`config.mk`:
```
export PLATFORM = sky130hd
export DESIGN_NAME = multi_channel_pin_qualifier
export DESIGN_NICKNAME = d
export VERILOG_FILES = /design/src/sv/mcpq_pkg.sv /design/src/sv/mcpq_lane.sv /design/src/sv/mcpq_merge.sv /design/src/sv/multi_channel_pin_qualifier.sv
export SDC_FILE = /design/constraint.sdc
export NUM_CORES = 1
export LEC_CHECK = 0
export BUFFER_PORTS_ARGS = -buffer_cell sky130_fd_sc_hd__buf_4
export CAP_MARGIN = 30
export CORE_MARGIN = 1
export CORE_UTILIZATION = 29
export DETAILED_ROUTE_END_ITERATION = 10
export PLACE_DENSITY = 0.57
export SYNTH_ARGS = -nofsm -noshare
export SYNTH_HDL_FRONTEND = slang
export SYNTH_SLANG_ARGS = --single-unit
```
`constraint.sdc`:
```
create_clock -name clk -period 3.99 [get_ports clk]
set_input_delay 0.798 -clock clk [delete_from_list [all_inputs] [get_ports clk]]
set_output_delay 0.798 -clock clk [all_outputs]
set_load 0.01 [all_outputs]
```
`src/sv/mcpq_pkg.sv`:
```
// ----------------------------------------------------------------------------
// mcpq_pkg
// shared types and constants of the multi-channel pin qualifier
// ----------------------------------------------------------------------------
package mcpq_pkg;

    localparam int CHANNELS_DEF = 8;
    localparam int FIELD_W      = 8;
    localparam int IDX_CMP_W    = 6;
    localparam int PADDR_W      = 3;
    localparam int PDATA_W      = 32;
    localparam int PROTECT_W    = 4;

    localparam logic [FIELD_W-1:0]   POLARITY_RESET = 8'd253;
    localparam logic [PROTECT_W-1:0] PROTECT_RESET  = 4'd2;

    localparam logic [PADDR_W-1:0] ADDR_POLARITY = 3'd0;
    localparam logic [PADDR_W-1:0] ADDR_PROTECT  = 3'd4;

    localparam logic [1:0] OP_POLL      = 2'd0;
    localparam logic [1:0] OP_REARM_ONE = 2'd1;
    localparam logic [1:0] OP_REARM_ALL = 2'd2;

    typedef enum logic [1:0] {
        CH_BEGIN   = 2'd0,
        CH_VALID   = 2'd1,
        CH_INVALID = 2'd2
    } ch_state_t;

    typedef struct packed {
        logic poll;
        logic rearm;
        logic match_first;
        logic match_confirm;
    } lane_ctrl_t;

    typedef struct packed {
        logic up;
        logic down;
        logic valid_next;
    } lane_res_t;

endpackage

```
`src/sv/mcpq_lane.sv`:
```
// ----------------------------------------------------------------------------
// mcpq_lane
// one channel tracker: begin / valid / invalid state and its events
// ----------------------------------------------------------------------------
module mcpq_lane
(
    input  logic                  clk,
    input  logic                  rst_n,
    input  logic                  accept,
    input  mcpq_pkg::lane_ctrl_t  ctrl,
    output mcpq_pkg::lane_res_t   res
);

    mcpq_pkg::ch_state_t state_reg;
    mcpq_pkg::ch_state_t state_next;
    logic                both_match;

    assign both_match = ctrl.match_first && ctrl.match_confirm;

    always_comb
    begin
        state_next = state_reg;
        res.up     = 1'b0;
        res.down   = 1'b0;
        if (ctrl.rearm)
        begin
            state_next = mcpq_pkg::CH_BEGIN;
        end
        else if (ctrl.poll)
        begin
            unique case (state_reg)
                mcpq_pkg::CH_BEGIN:
                begin
                    if (both_match)
                    begin
                        state_next = mcpq_pkg::CH_VALID;
                        res.up     = 1'b1;
                    end
                    else
                    begin
                        state_next = mcpq_pkg::CH_INVALID;
                        res.down   = 1'b1;
                    end
                end
                mcpq_pkg::CH_VALID:
                begin
                    if (!ctrl.match_first)
                    begin
                        state_next = mcpq_pkg::CH_INVALID;
                        res.down   = 1'b1;
                    end
                end
                mcpq_pkg::CH_INVALID:
                begin
                    if (both_match)
                    begin
                        state_next = mcpq_pkg::CH_VALID;
                        res.up     = 1'b1;
                    end
                end
                default:
                begin
                    state_next = state_reg;
                end
            endcase
        end
        res.valid_next = (state_next == mcpq_pkg::CH_VALID);
    end

    always_ff @(posedge clk or negedge rst_n)
    begin
        if (!rst_n)
        begin
            state_reg <= mcpq_pkg::CH_BEGIN;
        end
        else if (accept)
        begin
            state_reg <= state_next;
        end
    end

endmodule

```
`src/sv/mcpq_merge.sv`:
```
// ----------------------------------------------------------------------------
// mcpq_merge
// gathers the lane results into the result word and holds it for transfer
// ----------------------------------------------------------------------------
module mcpq_merge
#(
    parameter int CHANNELS = mcpq_pkg::CHANNELS_DEF
)
(
    input  logic                         clk,
    input  logic                         rst_n,
    input  logic                         accept,
    input  mcpq_pkg::lane_res_t          lane_res [CHANNELS],
    input  logic                         skipped,
    input  logic                         result_stall,
    output logic                         result_valid,
    output logic [mcpq_pkg::FIELD_W-1:0] became_valid,
    output logic [mcpq_pkg::FIELD_W-1:0] became_invalid,
    output logic                         protect_skipped,
    output logic [mcpq_pkg::FIELD_W-1:0] valid_now
);

    logic [mcpq_pkg::FIELD_W-1:0] up_vec;
    logic [mcpq_pkg::FIELD_W-1:0] down_vec;
    logic [mcpq_pkg::FIELD_W-1:0] now_vec;
    logic                         valid_reg;
    logic                         valid_next;
    logic [mcpq_pkg::FIELD_W-1:0] up_reg;
    logic [mcpq_pkg::FIELD_W-1:0] down_reg;
    logic [mcpq_pkg::FIELD_W-1:0] now_reg;
    logic                         skip_reg;

    for (genvar j = 0; j < mcpq_pkg::FIELD_W; j++)
    begin : g_bit
        if (j < CHANNELS)
        begin : g_lane
            assign up_vec[j]   = lane_res[j].up;
            assign down_vec[j] = lane_res[j].down;
            assign now_vec[j]  = lane_res[j].valid_next;
        end
        else
        begin : g_none
            assign up_vec[j]   = 1'b0;
            assign down_vec[j] = 1'b0;
            assign now_vec[j]  = 1'b0;
        end
    end

    assign valid_next = accept || (valid_reg && result_stall);

    always_ff @(posedge clk or negedge rst_n)
    begin
        if (!rst_n)
        begin
            valid_reg <= 1'b0;
        end
        else
        begin
            valid_reg <= valid_next;
        end
    end

    always_ff @(posedge clk)
    begin
        if (accept)
        begin
            up_reg   <= up_vec;
            down_reg <= down_vec;
            now_reg  <= now_vec;
            skip_reg <= skipped;
        end
    end

    assign result_valid    = valid_reg;
    assign became_valid    = up_reg;
    assign became_invalid  = down_reg;
    assign protect_skipped = skip_reg;
    assign valid_now       = now_reg;

endmodule

```
`src/sv/multi_channel_pin_qualifier.sv`:
```
// ----------------------------------------------------------------------------
// multi_channel_pin_qualifier
// debounced qualification of sense pins, one tracker lane per channel
// ----------------------------------------------------------------------------
// a result is presented from the output register in the cycle after its item transfer
// one item per cycle while item_stall is low; all lanes update together in that cycle
// the single output register stalls the item side only while a result is held
// reset: every channel in begin, polarity 253, first protect channel 2
// ----------------------------------------------------------------------------
module multi_channel_pin_qualifier
#(
    parameter int CHANNELS = mcpq_pkg::CHANNELS_DEF
)
(
    input  logic                           clk,
    input  logic                           rst_n,
    input  logic                           psel,
    input  logic                           penable,
    input  logic                           pwrite,
    input  logic [mcpq_pkg::PADDR_W-1:0]   paddr,
    input  logic [mcpq_pkg::PDATA_W-1:0]   pwdata,
    output logic [mcpq_pkg::PDATA_W-1:0]   prdata,
    output logic                           pready,
    input  logic                           item_valid,
    output logic                           item_stall,
    input  logic [1:0]                     op,
    input  logic [mcpq_pkg::FIELD_W-1:0]   first_sample,
    input  logic [mcpq_pkg::FIELD_W-1:0]   confirm_sample,
    input  logic                           system_working,
    input  logic [2:0]                     channel,
    output logic                           result_valid,
    input  logic                           result_stall,
    output logic [mcpq_pkg::FIELD_W-1:0]   became_valid,
    output logic [mcpq_pkg::FIELD_W-1:0]   became_invalid,
    output logic                           protect_skipped,
    output logic [mcpq_pkg::FIELD_W-1:0]   valid_now
);

    logic [mcpq_pkg::FIELD_W-1:0]   polarity_reg;
    logic [mcpq_pkg::PROTECT_W-1:0] protect_reg;
    logic                           cfg_write;
    logic                           accept;
    logic [CHANNELS-1:0]            protect_lane;
    logic                           skipped;
    mcpq_pkg::lane_ctrl_t           lane_ctrl [CHANNELS];
    mcpq_pkg::lane_res_t            lane_res  [CHANNELS];

    // configuration port
    assign pready    = 1'b1;
    assign cfg_write = psel && penable && pwrite;

    always_ff @(posedge clk or negedge rst_n)
    begin
        if (!rst_n)
        begin
            polarity_reg <= mcpq_pkg::POLARITY_RESET;
            protect_reg  <= mcpq_pkg::PROTECT_RESET;
        end
        else if (cfg_write)
        begin
            if (paddr == mcpq_pkg::ADDR_POLARITY)
            begin
                polarity_reg <= pwdata[mcpq_pkg::FIELD_W-1:0];
            end
            if (paddr == mcpq_pkg::ADDR_PROTECT)
            begin
                protect_reg <= pwdata[mcpq_pkg::PROTECT_W-1:0];
            end
        end
    end

    always_comb
    begin
        prdata = '0;
        if (paddr == mcpq_pkg::ADDR_POLARITY)
        begin
            prdata = {{(mcpq_pkg::PDATA_W-mcpq_pkg::FIELD_W){1'b0}}, polarity_reg};
        end
        else if (paddr == mcpq_pkg::ADDR_PROTECT)
        begin
            prdata = {{(mcpq_pkg::PDATA_W-mcpq_pkg::PROTECT_W){1'b0}}, protect_reg};
        end
    end

    // item side
    assign item_stall = result_valid && result_stall;
    assign accept     = item_valid && !item_stall;
    assign skipped    = (op == mcpq_pkg::OP_POLL) && !system_working && (|protect_lane);

    for (genvar i = 0; i < CHANNELS; i++)
    begin : g_lane
        logic pin_first;
        logic pin_confirm;
        logic pol;

        assign protect_lane[i] = mcpq_pkg::IDX_CMP_W'(i)
                                 >= {{(mcpq_pkg::IDX_CMP_W-mcpq_pkg::PROTECT_W){1'b0}},
                                     protect_reg};

        if (i < mcpq_pkg::FIELD_W)
        begin : g_pin
            assign pin_first   = first_sample[i];
            assign pin_confirm = confirm_sample[i];
            assign pol         = polarity_reg[i];
        end
        else
        begin : g_nopin
            assign pin_first   = 1'b0;
            assign pin_confirm = 1'b0;
            assign pol         = 1'b0;
        end

        assign lane_ctrl[i].poll          = (op == mcpq_pkg::OP_POLL)
                                            && (system_working || !protect_lane[i]);
        assign lane_ctrl[i].rearm         = ((op == mcpq_pkg::OP_REARM_ONE)
                                             && (mcpq_pkg::IDX_CMP_W'(i)
                                                 == {{(mcpq_pkg::IDX_CMP_W-3){1'b0}}, channel}))
                                            || ((op == mcpq_pkg::OP_REARM_ALL)
                                                && protect_lane[i]);
        assign lane_ctrl[i].match_first   = (pin_first == pol);
        assign lane_ctrl[i].match_confirm = (pin_confirm == pol);

        mcpq_lane u_lane
        (
            .clk    (clk),
            .rst_n  (rst_n),
            .accept (accept),
            .ctrl   (lane_ctrl[i]),
            .res    (lane_res[i])
        );
    end

    mcpq_merge
    #(
        .CHANNELS (CHANNELS)
    )
    u_merge
    (
        .clk             (clk),
        .rst_n           (rst_n),
        .accept          (accept),
        .lane_res        (lane_res),
        .skipped         (skipped),
        .result_stall    (result_stall),
        .result_valid    (result_valid),
        .became_valid    (became_valid),
        .became_invalid  (became_invalid),
        .protect_skipped (protect_skipped),
        .valid_now       (valid_now)
    );

    // checks
    a_events_exclusive : assert property (@(posedge clk) disable iff (!rst_n)
        result_valid |-> ((became_valid & became_invalid) == '0))
        else $error("channel raised both events");

    a_up_is_valid : assert property (@(posedge clk) disable iff (!rst_n)
        result_valid |-> ((became_valid & ~valid_now) == '0))
        else $error("valid event on channel not valid");

    a_down_not_valid : assert property (@(posedge clk) disable iff (!rst_n)
        result_valid |-> ((became_invalid & valid_now) == '0))
        else $error("invalid event on channel still valid");

    a_stall_only_when_held : assert property (@(posedge clk) disable iff (!rst_n)
        item_stall |-> result_valid)
        else $error("item side stalled with no result held");

endmodule
```
==> results of run 1 <==
## area by class of cell
type                            instances  area [um2]
Fill cell                            1105        6940
Clock inverter                          2        12.5
Timing Repair Buffer                   77         578
Tap cell                              140         175
Sequential cell                        54        1490
Clock buffer                            6        82.6
Inverter                                6        22.5
Multi-Input combinational cell        265        1590
## routing by layer
layer  up-vias  track usage [%]  share of wire, %  wire [um]
li1       1334                -                 -          -
met2        85             24.0                50       3920
met5         -                0                 0          0
met4         0             3.72              0.95         74
met3         7             2.54               4.8        377
met1      1262             17.7                44       3460
## cells in the mapped netlist, drive strengths merged, types with 6 or more instances
cell | count | area share, %
nand2 | 18 | 2.1
dfstp | 8 | 6.5
or3 | 9 | 1.8
dfrtp | 21 | 16
o22ai | 6 | 1.2
clkbuf | 12 | 1.4
and2 | 9 | 1.7
buf | 26 | 5.9
mux2 | 13 | 4.5
nor2 | 42 | 4.8
inv | 6 | 0.69
o21ai | 26 | 4.1
nand3 | 8 | 1.2
a21oi | 14 | 2.2
nor3 | 9 | 1.4
edfxtp | 25 | 23
## logic make-up (layout without fill, tap and decap cells)
logic type	after synthesis	in the layout	synth area share [%]
mux	18	18	6.04
simple gates	121	121	18.6
flops	54	54	45.7
xor+xnor	10	10	2.69
buf+inv	44	91	8.01
other cells	2	25	0.231
compound gates	91	91	18.7
## power groups by stage
stage / sequential [uW] / combinational [uW] / clock [uW]
2_1_floorplan: 776 / 309 / 0
3_3_place_gp: 806 / 406 / 0
3_5_place_dp: 810 / 417 / 0
6_report: 801 / 413 / 325
4_1_cts: 800 / 417 / 337
5_1_grt: 822 / 467 / 354
## per-stage QoR
step	cell area [um2]	utilization [%]	setup slack, ps	total power [uW]	hold slack, ps
global placement	3850	35.4	1070	1210	511
finish	3950	36.3	1200	1540	425
floorplan	3340	-	1560	1080	488
CTS	3950	36.3	1070	1550	430
global route	3950	36.3	1050	1640	445
detailed placement	3850	35.4	1030	1230	533
## critical path, cell delays in order
cell    delay (ps)
buf_4          110
or2_2          340
nor2_1         420
and2_1         210
buf_4          120
## worst paths after layout
| check | from | to | cells after the start |
|---|---|---|---|
| hold / removal | rst_n | protect_reg[0] | 1 |
| hold reg to reg | g_lane[5].u_lane.state_reg[1] | g_lane[5].u_lane.state_reg[1] | 2 |
| min in group clk | g_lane[5].u_lane.state_reg[1] | g_lane[5].u_lane.state_reg[1] | 2 |
| max in group asynchronous | rst_n | polarity_reg[2] | 1 |
| setup / recovery | paddr[1] | prdata[7] | 5 |
| setup reg to reg | protect_reg[3] | u_merge.valid_now[5] | 5 |
==> impl_metrics.toml, run 1 <==
[pwr]
vdd_drop_max_mv = 0.166
p_per_area_nw_per_um2 = 390
pwr-share-comb_pct = 26.8
p_int_uw = 1030
seqPwrFrac_pct = 52.0
clkPwrFrac_pct = 21.1
p_sw_share_pct = 32.9
power_switching_uw = 506
cellLeakagePower_uw = 0.00166

[cells_and_area]
syn2layout_area_growth_pct = 21.4
final_cell_mix = "buf_4, nor2_1, conb_1, edfxtp_1, o21ai_0"
stdcell_count = 550
layout-drive-gt1-share_pct = 29.0
largest_reg_flops = 16
fin_nets = 473
layout_commonest_cell = "buf_4"
diodes = 0

[floorplan]
die_area_um2 = 11600
die-width_um = 108
start_util_pct = 29.9
io-pin-count = 124
fp-row-count = 38
fp.coreArea_um2 = 10900
die_height_um = 108

[global_route]
grt_use_total_pct = 13.9
antenna_found_initial = 0
grt-ovfl-total = 0
grt_start_max_net_pins = 30
grt_pass1_vias = 2491
grt_pass1_wl_um = 12400

[clock_tree]
clk_pin_slew_ps = 100
post_cts_buffers = 0
tritoncts = "built"
cts_sinks = 54
h-tree-depth = 2
cts_root_buf = "clkbuf_8"
clk_latency_ps = 310
clk_path_buf_depth = 2
ctsHoldBuffers = 0
numCtsBuffers = 5
cts_resized = 0

[place]
dp_hpwl_um = 5960
gp_congestion = 0.796
dp.cells = 542
port_buffers = 74

[timing]
fmax_ghz = 0.359
fin_setup_tns_ps = 0
tightest_slew_ps = 558
finalMaxSlewViolations = 0
fin_crit_ps = 2790
hold_violations = 0
skew_ps = 10.8
slew_headroom_pct = 62.7
setup_viol = 0
rsz0062_at_grt = "no"
min_period_over_period_pct = 69.9

[critical_path]
end_kind = "primary output"
worstSetupPathType = "primary input to primary output"
rrSetupSlack_ps = 2020
crit_required_ps = 3190
startpoint_type = "primary input"
crit_fanout = 6
crit_arrival_ps = 1990

[drt]
via_count = 2688
firstDrtPassIters = 4
viasPerCell = 4.89
wl_per_cell_um = 14.2
drt_iter0_drc = 125
postRouteAntennaNets = 0
wl_um = 7830
drc = 0

[synth]
ys_types = 55
synth_cells = 340
ys.flop_type = "edfxtp_1"
avgSynthCellArea_um2 = 9.56
ys_seq_area_share_pct = 45.7
synthArstFlopShare_pct = 53.7
synth-edff-count = 25
yosysWarnings = 0
syn_area_um2 = 3250
ys_seq_elements = 54

[worst_hold_path]
worst_hold_path_type = "primary input to asynchronous set/reset pin"

[job]
timing.max_cap.violations = 0

[status]
outcome = "finished clean"
Note: power is estimated with default switching activity, not from simulation.
==> run 2, diff against run 1 <==
--- a/config.mk
+++ b/config.mk
@@ -5,6 +5,7 @@
 export SDC_FILE = /design/constraint.sdc
 export NUM_CORES = 1
 export LEC_CHECK = 0
+export ABC_AREA = 1
 export BUFFER_PORTS_ARGS = -buffer_cell sky130_fd_sc_hd__buf_4
 export CAP_MARGIN = 30
 export CORE_MARGIN = 1
==> constraint.sdc (replaced) <==
create_clock -name clk -period 2.8 [get_ports clk]
set_input_delay 0.56 -clock clk [delete_from_list [all_inputs] [get_ports clk]]
set_output_delay 0.56 -clock clk [all_outputs]
set_load 0.01 [all_outputs]
==> run 2 against run 1 <==
Sequential power is 44% higher. Clock power is 95% higher. Routed wire length is 2.1% higher. First-iteration DRC count up 10%. Critical path type unchanged. Critical endpoint is now prdata[2]. Largest cell class unchanged. Largest power group unchanged. Highest routed layer unchanged.
==> impl_metrics.toml, run 2 <==
[pwr]
p_per_area_nw_per_um2 = 620
vdd_drop_max_mv = 0.311
p_int_uw = 1670
power_switching_uw = 887
clkPwrFrac_pct = 24.8
finalPower_uw = 2560
cellLeakagePower_uw = 0.00205
seqPwrFrac_pct = 45.0
p_sw_share_pct = 34.7
pwr-share-comb_pct = 30.3

[drt]
viasPerCell = 4.42
drt_iter0_drc = 138
firstDrtPassIters = 6
drc = 0
via_count = 2927
postRouteAntennaNets = 0
wl_per_cell_um = 12.1
wl_um = 7990

[critical_path]
startpoint_type = "primary input"
crit_top_cell = "buf_4"
worstSetupPathType = "primary input to primary output"
crit_path_cell_trace = "buf_4 > nor2_1 > nand2_1 > o22ai_1 > buf_4"
rrSetupSlack_ps = 1200
crit_slowest_cell = "nand2_1"
worstRegToRegCells = 6
end_kind = "primary output"
crit_required_ps = 2240
crit_arrival_ps = 1470
r2r-start = "protect_reg[1]"
slowest_delay_ps = 260
crit_fanout = 9
worstReg2RegEnd = "u_merge.valid_now[5]"

[timing]
min_period_over_period_pct = 72.6
fin_crit_ps = 2030
fin_setup_tns_ps = 0
fmax_ghz = 0.492
setup_viol = 0
slew_headroom_pct = 65.2
skew_ps = 6.22
hold_violations = 0
rsz0062_at_grt = "no"
finalMaxSlewViolations = 0
tightest_slew_ps = 520

[synth]
ys_seq_area_share_pct = 44.5
synth.top_cell.area_share_pct = 22.5
ys_seq_elements = 54
synth_common_cells = "nand2_1, nor2_1, inv_1, nand3_1"
synth_cells = 444
ys.flop_type = "edfxtp_1"
avgSynthCellArea_um2 = 7.52
yosysWarnings = 0
ys_types = 34
synth.most_common_cell = "nand2_1"
synth_top_cell_by_area = "edfxtp_1"
syn_area_um2 = 3340
synth_area_leaders = "edfxtp_1, nand2_1, dfrtp_1"
synth-edff-count = 25
synthArstFlopShare_pct = 53.7

[cells_and_area]
final_cell_mix = "nand2_1, buf_4, nor2_1"
diodes = 0
utilization_pct = 37.4
layout-drive-gt1-share_pct = 21.3
fin_nets = 585
postLayoutCellArea_um2 = 4130
largest_reg_flops = 16
fillerInstances = 1161
stdcell_count = 662
layout_commonest_cell = "nand2_1"
syn2layout_area_growth_pct = 23.6

[place]
port_buffers = 74
gp_congestion = 0.851
dpl-instance-area_um2 = 3980
dp_hpwl_um = 6160
dp.cells = 654

[global_route]
antenna_found_initial = 0
grt_start_max_net_pins = 30
grt_pass1_wl_um = 13000
grt_pass1_vias = 2840
grt_use_total_pct = 14.2
grt-ovfl-total = 0

[clock_tree]
tritoncts = "built"
h-tree-depth = 2
cts_sinks = 54
cts_root_buf = "clkbuf_16"
clk_path_buf_depth = 2
ctsHoldBuffers = 0
clk_pin_slew_ps = 70
post_cts_buffers = 0
cts_resized = 0
numCtsBuffers = 5
clk_latency_ps = 290

[status]
outcome = "finished clean"

[floorplan]
die-width_um = 109
start_util_pct = 30.3
die_height_um = 109
io-pin-count = 124
die_area_um2 = 11900
fp.coreArea_um2 = 11000
fp-row-count = 38

[worst_hold_path]
worst_hold_path_type = "primary input to asynchronous set/reset pin"

[job]
timing.max_cap.violations = 0
## run 2: cells by family after synthesis
group / share of synthesized area [%]
other cells: 0.225
xor+xnor: 3.67
flops: 44.5
compound gates: 6.93
simple gates: 32.7
buf+inv: 12.0
## run 2: how the worst max path moves through the flow
| stage | start | endpoint | slack (ps) | cells after the start |
|---|---|---|---|---|
| final | paddr[1] | prdata[2] | 770 | 5 |
| after floorplan | result_stall | u_merge.became_invalid[0] | 1040 | 4 |
| after global routing | paddr[1] | prdata[2] | 660 | 5 |
| after CTS | paddr[1] | prdata[2] | 730 | 5 |
| after detailed placement | paddr[1] | prdata[2] | 740 | 5 |
| after global placement | paddr[1] | prdata[2] | 760 | 5 |
## run 2: power groups by stage
stage	logic (uW)	clock network (uW)	registers, uW
2_1_floorplan	550	0	1140
3_3_place_gp	757	0	1160
3_5_place_dp	775	0	1160
4_1_cts	779	651	1150
5_1_grt	887	681	1170
6_report	774	634	1150
## run 2: metrics by stage
stage	setup slack [ps]	hold slack (ps)
2_1_floorplan	1040	264
6_report	766	191
5_1_grt	664	223
3_5_place_dp	736	518
3_3_place_gp	760	517
4_1_cts	732	216
## run 2: layout make-up
type	count	area, um2	share of cell area, %
Sequential cell	54	1490	36.0
Multi-Input combinational cell	332	1540	37.4
Inverter	53	199	4.82
Tap cell	140	175	4.24
Clock buffer	8	146	3.55
Timing Repair Buffer	75	576	13.9
## run 2: metal layers
layer	global-route usage, %	wire length, um
met5	0	0
met4	5.05	168
met3	3.08	416
met2	22.9	3580
met1	18.8	3820
## run 2: worst max-delay path: cells and delay by family
kind	cells	cell delay, ps
AND/OR/NAND/NOR	2	380
buffers and inverters	2	270
AO/OA/AOI/OAI	1	260
==> run 3, diff against run 2 <==
--- a/config.mk
+++ b/config.mk
@@ -5,13 +5,13 @@
 export SDC_FILE = /design/constraint.sdc
 export NUM_CORES = 1
 export LEC_CHECK = 0
-export ABC_AREA = 1
+export ABC_AREA = 0
 export BUFFER_PORTS_ARGS = -buffer_cell sky130_fd_sc_hd__buf_4
 export CAP_MARGIN = 30
 export CORE_MARGIN = 1
 export CORE_UTILIZATION = 29
 export DETAILED_ROUTE_END_ITERATION = 10
-export PLACE_DENSITY = 0.57
+export PLACE_DENSITY = 0.59
 export SYNTH_ARGS = -nofsm -noshare
 export SYNTH_HDL_FRONTEND = slang
 export SYNTH_SLANG_ARGS = --single-unit
==> constraint.sdc (replaced) <==
create_clock -name clk -period 1.8 [get_ports clk]
set_input_delay 0.36 -clock clk [delete_from_list [all_inputs] [get_ports clk]]
set_output_delay 0.36 -clock clk [all_outputs]
set_load 0.01 [all_outputs]
==> run 3 against run 2 <==
Final cell count is 12% lower. Combinational power up 34%. Sequential share of layout area down 0.92 points. Critical path type is now flop to flop. Largest power group unchanged. Highest routed layer unchanged.
==> impl_metrics.toml, run 3 (synthesized netlist as in run 1, its figures left out) <==
[status]
outcome = "finished clean"

[place]
gp_congestion = 0.836
dp_hpwl_um = 6090
dpl-instance-area_um2 = 4100
port_buffers = 74

[floorplan]
die_area_um2 = 11600
die-width_um = 108
die_height_um = 108
start_util_pct = 29.9
fp-row-count = 38
fp.coreArea_um2 = 10900
io-pin-count = 124

[drt]
via_count = 2799
drc = 0
viasPerCell = 4.83
wl_per_cell_um = 13.9
drt_iter0_drc = 122
wl_um = 8090
postRouteAntennaNets = 0
firstDrtPassIters = 4

[global_route]
grt_pass1_wl_um = 12600
antenna_found_initial = 0
grt_use_total_pct = 14.1
grt_pass1_vias = 2692
grt-ovfl-total = 0
grt_start_max_net_pins = 35

[critical_path]
critPathCapture = "g_lane[0].u_lane.state_reg[0]"
rrSetupSlack_ps = 1
worstSetupPathType = "flop to flop"
setup.worst_path.start = "protect_reg[3]"
worstReg2RegEnd = "g_lane[0].u_lane.state_reg[0]"
end_kind = "flop"
crit_required_ps = 2000
startpoint_type = "flop"
crit_arrival_ps = 2000
r2r-start = "protect_reg[3]"
crit_fanout = 5
worstRegToRegCells = 5

[timing]
skew_ps = 6.76
fin_crit_ps = 1800
fmax_ghz = 0.556
hold_violations = 0
setup_viol = 0
min_period_over_period_pct = 99.9
rsz0062_at_grt = "yes"
finalMaxSlewViolations = 0

[clock_tree]
numCtsBuffers = 5
clk_latency_ps = 310
cts_sinks = 54
h-tree-depth = 2
clk_path_buf_depth = 2
clk_pin_slew_ps = 100
cts_root_buf = "clkbuf_8"
tritoncts = "built"

[pwr]
p_per_area_nw_per_um2 = 855
vdd_drop_max_mv = 0.365
cellLeakagePower_uw = 0.00182

[cells_and_area]
utilization_pct = 38.9
fin_nets = 503
fillerInstances = 1072
largest_reg_flops = 16
postLayoutCellArea_um2 = 4230
layout-drive-gt1-share_pct = 34.3
layout_commonest_cell = "buf_4"
multi_input_area_um2 = 1610
ff_latch_area_um2 = 1490
diodes = 0
syn2layout_area_growth_pct = 30.3
final_cell_mix = "buf_4, nor2_1, conb_1, edfxtp_1"

[job]
timing.max_cap.violations = 0

[worst_hold_path]
worst_hold_path_type = "primary input to flop"
## run 3: cell types whose count changed in the layout (fill, tap and decap cells not counted), sizes merged, moves of 8 or more
cell,delta
buf,+31
and2,+8
o21ai,+8
mux2,+13
or3,+9
nor2,-12
inv,-47
nand3,-22
nand2,-128
## run 3: layout make-up
cell class	count	area share, %
Multi-Input combinational cell	265	38.0
Sequential cell	54	35.1
Timing Repair Buffer	107	19.6
Tap cell	140	4.14
Clock buffer	5	1.63
Clock inverter	3	0.946
Inverter	6	0.532
## run 3: worst min-delay path by stage
stage / endpoint / startpoint / cells past startpoint / slack, ps
global route: u_merge.result_valid / item_valid / 2 / 230
global placement: u_merge.result_valid / rst_n / 1 / 320
CTS: u_merge.result_valid / item_valid / 2 / 240
finish: u_merge.result_valid / item_valid / 2 / 250
floorplan: g_lane[0].u_lane.state_reg[0] / rst_n / 0 / 60
detailed placement: u_merge.result_valid / rst_n / 1 / 330
## run 3: worst max-delay path, stage by stage (launching register included)
cell and delay [ps]:
dfrtp_1 420, or4b_4 550, or3_4 350, o31ai_4 80, o21ai_1 90, a32o_1 200
## run 3: power by group
part           internal, uW  switching [uW]
clock network           410             402
logic                   530             511
registers              1530             235
## run 3: what timing repair did
item                                    in CTS  in global routing
resized for setup                            3                  3
endpoints found under the setup margin       2                 13
pin swaps                                    2                  1
setup buffers                                0                  0
hold buffers                                 1                  0
endpoints found under the hold margin       21                  0
## run 3: metal layers
metal | GRT usage [%] | up-vias | wire [um]
li1 | - | 1386 | -
met1 | 17.1 | 1319 | 3490
met2 | 24.0 | 85 | 3940
met3 | 3.21 | 9 | 495
met4 | 5.58 | 0 | 163
met5 | 0 | - | 0
## run 3: per-stage QoR
step / setup WS, ps / power (uW) / cells / setup TNS, ps / hold WS, ps
after CTS: -7.43 / 3650 / 580 / -7.43 / 240
after global placement: -113 / 2780 / 571 / -469 / 319
after floorplan: 40.3 / 2400 / 363 / 0 / 64.4
after global routing: -58.5 / 3850 / 580 / -313 / 235
final: 0.992 / 3620 / 580 / 0 / 249
after detailed placement: -132 / 2820 / 571 / -517 / 326
